<file path="config.mk">
export PLATFORM = sky130hd
export DESIGN_NAME = gsr_ram
export DESIGN_NICKNAME = d
export VERILOG_FILES = /design/src/hdl/gsr_ram.sv
export SDC_FILE = /design/constraint.sdc
export NUM_CORES = 1
export LEC_CHECK = 0
export BUFFER_PORTS_ARGS = -buffer_cell sky130_fd_sc_hd__buf_2
export CAP_MARGIN = 10
export CORE_UTILIZATION = 35
export DETAILED_ROUTE_END_ITERATION = 12
export SETUP_SLACK_MARGIN = 0.4
export SYNTH_ARGS = -nofsm -noshare
export SYNTH_HDL_FRONTEND = slang
export SYNTH_SLANG_ARGS = --single-unit
</file>
<file path="constraint.sdc">
create_clock -name clk_i -period 2.13 [get_ports clk_i]
set_clock_uncertainty 0.05 [all_clocks]
set_input_delay 0.426 -clock clk_i [delete_from_list [all_inputs] [get_ports clk_i]]
set_output_delay 0.426 -clock clk_i [all_outputs]
set_load 0.01 [all_outputs]
</file>
<file path="src/hdl/gsr_ram.sv">
module gsr_ram #(
  parameter int unsigned Width = 8,
  parameter int unsigned Depth = 16,
  parameter int unsigned AddrW = 4
) (
  input  logic             clk_i,
  input  logic             we_i,
  input  logic [AddrW-1:0] waddr_i,
  input  logic [Width-1:0] wdata_i,
  input  logic [AddrW-1:0] raddr_i,
  output logic [Width-1:0] rdata_o
);
  logic [Width-1:0] mem_q [Depth];

  always_ff @(posedge clk_i) begin
    if (we_i) begin
      mem_q[waddr_i] <= wdata_i;
    end
    rdata_o <= mem_q[raddr_i];
  end
endmodule

</file>
Word level (Yosys, flattened, before mapping)

Memory sizes are Yosys's and may differ from the RTL's. A register that Yosys moved wholly into a read port is not among the register bits.
Index checks and enable logic that the tools add are counted.

Word-level logic and storage cells: 3
ROM bits: 0
Memory bits (writable): 128
Bits in registers: 0
Bits in latches: 0
Memories: 1

Memories:

| memory | depth | bits a word | rd ports | clocked after Yosys merged registers in | wr ports | line | RTL |
|---|---|---|---|---|---|---|---|
| mem_q  | 16    | 8           | 1        | 1                                       | 1        | 13   | `logic [Width-1:0] mem_q [Depth];` |

$add $sub $neg: 0
Bitwise gates (word level): 0
Shifts and indexed selects: 0
Order comparisons: 0
Reduce and logical (&&, ||, !) cells: 0
Equal/unequal tests: 0
Multiply operators: 0
Muxes and demuxes: 2
Divide/modulo/power cells: 0

Operator list:

| cell              | count |
|---|---|
| two-way mux 1 bit | 2 |

Longest topological paths before layout

Gate-level depths: netlist of run 1.

Depth in word-level cells: 2
Depth in mapped cells: 5
Gate-level depth less buffers: 3

Worst setup path before layout of run 1

No wires, ideal clock.

Kind: in2reg
From: in waddr_i[2]
To: mem mem_q[0][0], enable pin
Slack: 0.161 ns
Data required time: 1.697 ns
Cell stages on the path: 2
Setup time: 0.383 ns
Arrival time: 1.536 ns
Cells stage by stage: or3b_2 -> nor3_1

RTL lines:

| what        | line | RTL |
|---|---|---|
| from (decl) | 8    | `input logic [AddrW-1:0] waddr_i,` |
| to (decl)   | 13   |  |

Straight into the memory's write port.

==> flow_summary.toml, run 1 <==
[sta]
worst_pin_slew_ps = 397.0
setup_tns_ps = 0
min_period_ps = 1553
finalHoldViolCount = 0
fin_crit_sh_pct = 72.93
max_freq_ghz = 0.6438
fin_hold_ws_ps = 343.4
max_slew_margin_pct = 73.53
setup_violations = 0
final_max_slew_viol_count = 0
rsz0062_at_grt = "false"

[setup_path]
r2r_slack_ps = 680
critical_path.top_delay_family = "multiplexers"
crit_required_ps = 2370
path_max_fanout = 22
critPathKind = "in2reg"
path_cells = "buf_2 -> buf_12 -> mux4_1 -> a22oi_1 -> nand2_1"
critPathBufInv = 2
endpoint_kind = "flip-flop"
start_kind = "primary input"
slowest_delay_ps = 590
cp_slowest_cell = "mux4_1"
crit_arrival_ps = 1790

[place]
dpl_cell_area_um2 = 5607
gp_congestion = 0.7381
place.port_buffers = 25
dpl.hpwl_um = 6474

[synth]
synth_top_area_share_pct = 74.67
ys.flop_type = "edfxtp_1"
synthesis.area_um2 = 5147
synth_nets = 247
synth_area_leaders = "edfxtp_1, mux4_2, mux4_1, dfxtp_1, a22oi_1"
ys_warn_count = 0
synth.distinct_cells = 19
yosysSeqAreaShare_pct = 77.78
post-synth-top-count-cell = "edfxtp_1"
synth_area_leader_cell = "edfxtp_1"
ys_seq_elements = 136
yosys-top-cells-count = "edfxtp_1, mux4_2, a22oi_1"
synthCells = 229
syn_area_per_cell_um2 = 22.48
synth-async-reset-ratio_pct = 0
synth-edff-count = 128

[cells_and_area]
fin_nets = 303
diodes = 0
fillCellCount = 1214
final_core_util_pct = 43.54
regArea_um2 = 4004
area_delta_synth_final_pct = 19.23
multi_input_comb_area_um2 = 1062
drive_above_1_share_pct = 29.87
final_area_um2 = 6137

[drt]
vias_per_cell = 5.050
drt_iter0_markers = 159
vias = 2414
dr.pass1.iters = 4
routed_wl_um = 10160
drcViolationCount = 0
drtAntennaViolNets = 0
routedWlPerCell_um = 21.25

[clock_tree]
cts_root_buffer = "clkbuf_16"
cts_hold_buffers = 0
insertion_delay_ps = 420
cts_tree = "built"
clk_pin_slew_ps = 50
clk_path_buf_depth = 2
cts_resized = 0
htree_num_levels = 4
cts_num_sinks = 136
post_cts_buffers = 0
cts_made_buffers = 17

[power_and_ir_drop]
pwr-share-clk_pct = 44.4
pwr-share-seq_pct = 50.7
peakVddDrop_mv = 0.4962
p_per_area_nw_per_um2 = 967.6
combPwrFrac_pct = 4.9
cellLeakagePower_nw = 2.079
p_sw_share_pct = 19.79
switching_power_w = 0.001175
total_power_w = 0.005938
p_int_w = 0.004763

[die]
initial_utilization_pct = 36.52
die_y_um = 123.3
num_rows = 43
die_w_um = 123.3
core_area_um2 = 14100
pin_count = 26
dieArea_um2 = 15200

[global_route]
grt_antenna_before_repair = 0
grt_usage_pct = 15.08
grt_pass1_vias = 2524
grt_pass1_wl_um = 15520
grt_max_degree = 23
grt.overflow.total = 0

[worst_hold_path]
hold_class = "in2reg"

[run]
max_cap_violations = 0

[run_status]
status = "completed"
[cell families (layout without fill, tap and decap cells)]
logic type / after synthesis / after routing / share of synthesized area, %
buffers and inverters: 10 / 79 / 1.677
DFF: 136 / 136 / 77.78
and+or+nand+nor: 35 / 35 / 3.184
muxes: 32 / 32 / 15.02
AOI/OAI and AO/OA: 16 / 16 / 2.334
[area by class of cell]
cell class / count / area share [%]
tap: 180 / 3.670
sequential: 136 / 65.24
multi-input combinational: 83 / 17.31
clock buffer: 25 / 7.747
timing repair buffer: 47 / 5.138
clock inverter: 7 / 0.8970
[worst paths after layout]
check	startpoint	end	depth (start not counted)
max	raddr_i[0]	rdata_o[3]	5
min	wdata_i[5]	mem_q[12][5]	1
max reg2reg	mem_q[9][3]	rdata_o[3]	3
min reg2reg	mem_q[14][1]	rdata_o[1]	3
[stage by stage]
stage | cells | worst slack, ps
2_1_floorplan | 229 | 387.9
3_3_place_gp | 446 | 163.6
3_5_place_dp | 446 | 157.7
4_1_cts | 478 | 546.6
5_1_grt | 478 | 499.8
6_report | 478 | 576.6
[sequential cells by signal, summed over array words and instances, names as in the netlist]
signal,flops
mem_q,128
rdata_o,8
[placed cells by master, fill, tap and decap left out]
cell       instances
edfxtp_1         128
buf_2             25
buf_4             20
mux4_2            18
clkbuf_16         17
a22oi_1           16
mux4_1            14
nor2_1            13
nand2_1            9
dfxtp_1            8
clkbuf_1           6
clkinv_1           4
nor3_1             3
nand3b_1           2
nand2b_1           2
clkinv_2           2
clkbuf_8           2
buf_12             2
nor2b_1            1
and2_1             1
and2b_1            1
nand3_1            1
or3b_2             1
nor3_2             1
bufinv_16          1
[power groups by stage]
stage	combinational (W)	clock, W	sequential, W
after floorplan	0.000152	0	0.00307
after global placement	0.000289	0	0.00306
after detailed placement	0.000294	0	0.00306
after CTS	0.000296	0.00268	0.00301
after global routing	0.000316	0.00278	0.00301
final	0.000289	0.00264	0.00301
[routing by layer]
layer / track usage [%] / part of all wire (%) / wire (um) / vias to the layer above
li1: - / - / - / 1085
met1: 19.69 / 45 / 4542 / 1249
met2: 23.81 / 49 / 5008 / 67
met3: 4.105 / 4.6 / 465 / 13
met4: 6.325 / 1.4 / 140 / 0
met5: 0 / 0 / 0 / -
(Power assumes the default switching activity.)
==> inputs of run 2 (changes only) <==
clock period = 1.6 ns   (was 2.13 ns; I/O delays follow)
==> run 2 against run 1 <==
Effect of this change: register-to-register slack worse by 420 ps; die area unchanged; flip-flop and latch count unchanged; clock power up 64%; largest power group is now the clock network.
==> flow_summary.toml, run 2 (synthesized netlist as in run 1, its figures left out) <==
[run_status]
status = "completed"

[clock_tree]
cts_made_buffers = 17
clk_pin_slew_ps = 60
insertion_delay_ps = 420
cts_tree = "built"
cts_num_sinks = 136
cts_root_buffer = "clkbuf_16"
clk_path_buf_depth = 2
htree_num_levels = 4

[sta]
max_slew_margin_pct = 33.65
setup_violations = 0
fin_hold_ws_ps = 232.2
finalHoldViolCount = 0
worst_pin_slew_ps = 993.2
min_period_ps = 1339
rsz0062_at_grt = "true"
fin_crit_sh_pct = 83.69
max_freq_ghz = 0.7468
final_max_slew_viol_count = 0

[worst_hold_path]
whs_endpoint = "mem_q[4][7]"
worstHoldStart = "wdata_i[7]"
whs_path_depth = 1
hold_class = "in2reg"

[drt]
routed_wl_um = 10510
vias_per_cell = 5.089
drtAntennaViolNets = 0
dr.pass1.iters = 4
drcViolationCount = 0
routedWlPerCell_um = 21.67
drt_iter0_markers = 244
vias = 2468

[global_route]
grt.overflow.total = 0
grt_pass1_vias = 2540
busiest_layer = "met2"
grt_antenna_before_repair = 0
grt_pass1_wl_um = 15820
grt_usage_pct = 15.31
grt_max_degree = 17
globalRouteMet2Util_pct = 23.85
grtUsageMet3_pct = 3.782
grt_use_met1_pct = 20.73

[die]
pin_count = 26
core_area_um2 = 14100
initial_utilization_pct = 36.52
die_y_um = 123.3
die_w_um = 123.3
dieArea_um2 = 15200
num_rows = 43

[cells_and_area]
drive_above_1_share_pct = 48.85
reg_top3 = "mem_q (128), rdata_o (8)"
multi_input_comb_area_um2 = 1171
area_delta_synth_final_pct = 28.68
regArea_um2 = 4013
final_area_um2 = 6624
final_common_cell = "edfxtp_1"
fillCellCount = 1152
top_register = "mem_q"
fin_nets = 310
final_cell_mix = "edfxtp_1, mux4_2, buf_2"
largest_register_ffs = 128
diodes = 0
final_core_util_pct = 46.99

[setup_path]
r2r.worst_path.cells = 3
path_max_fanout = 1
r2r_slack_ps = 260
start_kind = "flip-flop"
crit_arrival_ps = 1590
startpoint = "mem_q[0][4]"
r2r-end = "rdata_o[4]"
endpoint_kind = "flip-flop"
critPathKind = "reg2reg"
regToRegStartpoint = "mem_q[0][4]"
crit_required_ps = 1850

[run]
max_cap_violations = 0

[place]
place.port_buffers = 25
dpl_cell_area_um2 = 5861
dpl.hpwl_um = 6691
gp_congestion = 0.7221

[power_and_ir_drop]
peakVddDrop_mv = 0.7157
cellLeakagePower_nw = 2.174
p_per_area_nw_per_um2 = 1333
[run 2: repair_timing]
item,in CTS,in global routing
setup buffers,0,0
resized for setup,17,8
setup endpoints to repair,16,17
pin swaps,0,5
hold buffers,0,0
[run 2: area by class of cell]
| class | instances | area share [%] |
|---|---|---|
| timing repair buffer | 54 | 8.406 |
| clock buffer | 18 | 6.479 |
| sequential | 136 | 60.58 |
| multi-input combinational | 83 | 17.68 |
| clock inverter | 14 | 3.457 |
| tap | 180 | 3.400 |
[run 2: per-stage QoR]
| stage | setup TNS [ps] | setup slack, ps | total power [W] | instances |
|---|---|---|---|---|
| detailed placement | -1409 | -201.8 | 0.004536 | 453 |
| CTS | 0 | 250.1 | 0.008852 | 485 |
| floorplan | 0 | 127.0 | 0.004323 | 229 |
| global placement | -1239 | -179.7 | 0.004524 | 453 |
| global route | 0 | 224.7 | 0.009019 | 485 |
| finish | 0 | 260.9 | 0.008829 | 485 |
[run 2: metal layers]
metal  up-vias  routed length (um)
met1      1302                4489
met3        11                 507
met2        64                5350
li1       1091                   -
met4         0                 162
met5         -                   0
[run 2: worst max-delay path by stage]
stage                  end  cells after the start  slack (ps)
2_1_floorplan  mem_q[0][0]                      2         130
3_3_place_gp    rdata_o[5]                      5        -180
3_5_place_dp    rdata_o[2]                      5        -200
4_1_cts         rdata_o[4]                      3         250
5_1_grt         rdata_o[0]                      3         220
6_report        rdata_o[4]                      3         260
[run 2: critical path: stages (launching register included)]
cell      delay, ps
edfxtp_1        410
mux4_2          500
a22oi_2         200
nand2_1          60
[run 2: report_power, final]
group / leakage [nW] / internal, W / switching, W
clock network: 0.309 / 0.00290 / 0.00142
registers: 1.22 / 0.00399 / 0.0000316
logic: 0.640 / 0.000232 / 0.000251
==> inputs of run 3 (changes only) <==
ABC_AREA = 1   (was default)
clock period = 1.3 ns   (was 1.6 ns; I/O delays follow)
==> run 3 against run 2 <==
Effect of this change: synthesized area up 12%; cell count increased by 72%; sequential power increased by 23%; via count up 59%.
==> flow_summary.toml, run 3 <==
[cells_and_area]
fillCellCount = 1495
top_register = "mem_q"
final_core_util_pct = 47.14
final_cell_mix = "nand2_1, edfxtp_1, inv_1"
final_common_cell = "nand2_1"
area_delta_synth_final_pct = 30.79
fin_nets = 621
largest_register_ffs = 128
reg_top3 = "mem_q (128), rdata_o (8)"
drive_above_1_share_pct = 31.82
diodes = 0

[global_route]
grt_pass1_wl_um = 21620
grt_usage_pct = 17.98
grt.overflow.total = 0
grt_antenna_before_repair = 0
grt_pass1_vias = 3913
grt_max_degree = 33

[drt]
vias = 3912
drcViolationCount = 0
vias_per_cell = 4.702
routedWlPerCell_um = 16.65
routed_wl_um = 13850
drt_iter0_markers = 294
drtAntennaViolNets = 0
dr.pass1.iters = 5

[synth]
synth_nets = 569
post-synth-top-count-cell = "nand2_1"
synth_top_area_share_pct = 66.65
ys.flop_type = "edfxtp_1"
syn_area_per_cell_um2 = 10.47
synth_area_leader_cell = "edfxtp_1"
yosysSeqAreaShare_pct = 69.43
synth-edff-count = 128
ys_seq_elements = 136
synthesis.area_um2 = 5767
synth.distinct_cells = 12
ys_warn_count = 0
synth-async-reset-ratio_pct = 0
synth_area_leaders = "edfxtp_1, nand2_1, nand3_1, inv_1, dfxtp_1"
yosys-top-cells-count = "nand2_1, edfxtp_1, inv_1"
synthCells = 551

[place]
dpl.hpwl_um = 8763
place.port_buffers = 25
gp_congestion = 0.8231
place_ws_ps = -97.74

[power_and_ir_drop]
p_per_area_nw_per_um2 = 1449
p_sw_share_pct = 20.83
pwr-share-seq_pct = 45.3
pwr-share-clk_pct = 46.9
p_int_w = 0.008654
combPwrFrac_pct = 7.8
switching_power_w = 0.002277
peakVddDrop_mv = 0.8973
cellLeakagePower_nw = 3.186

[setup_path]
crit_required_ps = 990
start_kind = "flip-flop"
slowest_delay_ps = 370
critPathKind = "reg2out"
r2r_slack_ps = 270
critical_path.top_delay_family = "flip-flops"
endpoint_kind = "output pin"
path_cells = "buf_6"
cp_slowest_cell = "dfxtp_2"
crit_arrival_ps = 890
critPathBufInv = 1
path_max_fanout = 1

[sta]
setup_violations = 0
final.setup.worst_slack_ps = 97.34
max_slew_margin_pct = 71.39
max_freq_ghz = 0.8315
min_period_ps = 1203
finalHoldViolCount = 0
final_max_slew_viol_count = 0
rsz0062_at_grt = "true"
worst_pin_slew_ps = 429.1
fin_crit_sh_pct = 92.51

[clock_tree]
htree_num_levels = 4
cts_root_buffer = "clkbuf_16"
cts_made_buffers = 17
clk_pin_slew_ps = 60
cts_num_sinks = 136
insertion_delay_ps = 420
cts_hold_buffers = 0
clk_path_buf_depth = 2
cts_tree = "built"

[run_status]
status = "completed"

[run]
max_cap_violations = 0

[die]
pin_count = 26
die_y_um = 130.4
die_w_um = 130.4
initial_utilization_pct = 36.04
core_area_um2 = 16000
num_rows = 46
dieArea_um2 = 16990

[worst_hold_path]
hold_class = "in2reg"
[run 3: worst paths after layout]
kind	startpoint	end	depth (start not counted)
setup / recovery	rdata_o[3]	rdata_o[3]	1
hold / removal	raddr_i[3]	rdata_o[0]	3
setup reg to reg	mem_q[0][7]	rdata_o[7]	6
hold reg to reg	mem_q[11][0]	rdata_o[0]	6
[run 3: power groups by stage]
| stage | Combinational, W | Clock, W | Sequential (W) |
|---|---|---|---|
| floorplan | 0.000416 | 0 | 0.00503 |
| global placement | 0.000712 | 0 | 0.00503 |
| detailed placement | 0.000723 | 0 | 0.00503 |
| CTS | 0.000813 | 0.00519 | 0.00495 |
| global route | 0.000926 | 0.00537 | 0.00495 |
| finish | 0.000854 | 0.00513 | 0.00495 |
[run 3: logic make-up after synthesis]
logic type	Yosys count	share of synthesized area [%]
buf+inv	126	9.525
simple gates	289	21.05
flops	136	69.43
[run 3: area by class of cell]
| type | instances | area, um^2 | area share [%] |
|---|---|---|---|
| Timing Repair Buffer | 57 | 554.3 | 7.349 |
| Multi-Input combinational cell | 289 | 1684 | 22.33 |
| Sequential cell | 136 | 4010 | 53.17 |
| Inverter | 102 | 395.4 | 5.242 |
| Clock inverter | 10 | 173.9 | 2.306 |
| Clock buffer | 22 | 454.2 | 6.022 |
| Tap cell | 216 | 270.3 | 3.583 |
[run 3: repair_timing]
action,4_1_cts,5_1_grt
cloned,1,0
endpoints found under the setup margin,75,128
resized for setup,52,41
buffers inserted,2,0
pin swaps,44,32
[run 3: metal layers]
| metal | global-route usage [%] | routed length [um] |
|---|---|---|
| met1 | 23.05 | 6082 |
| met2 | 29.51 | 6908 |
| met3 | 4.387 | 599 |
| met4 | 6.761 | 263 |
| met5 | 0 | 0 |
[run 3: metrics by stage]
step / hold WS [ps] / power (W) / instance area, um^2 / cells / setup TNS [ps]
2_1_floorplan: 308.9 / 0.005448 / 6026 / 551 / 0
3_3_place_gp: 576.0 / 0.005738 / 6476 / 797 / -3288
3_5_place_dp: 564.6 / 0.005751 / 6476 / 797 / -6280
4_1_cts: 108.6 / 0.01095 / 7385 / 832 / 0
5_1_grt: 146.7 / 0.01126 / 7542 / 832 / 0
6_report: 159.9 / 0.01093 / 7542 / 832 / 0
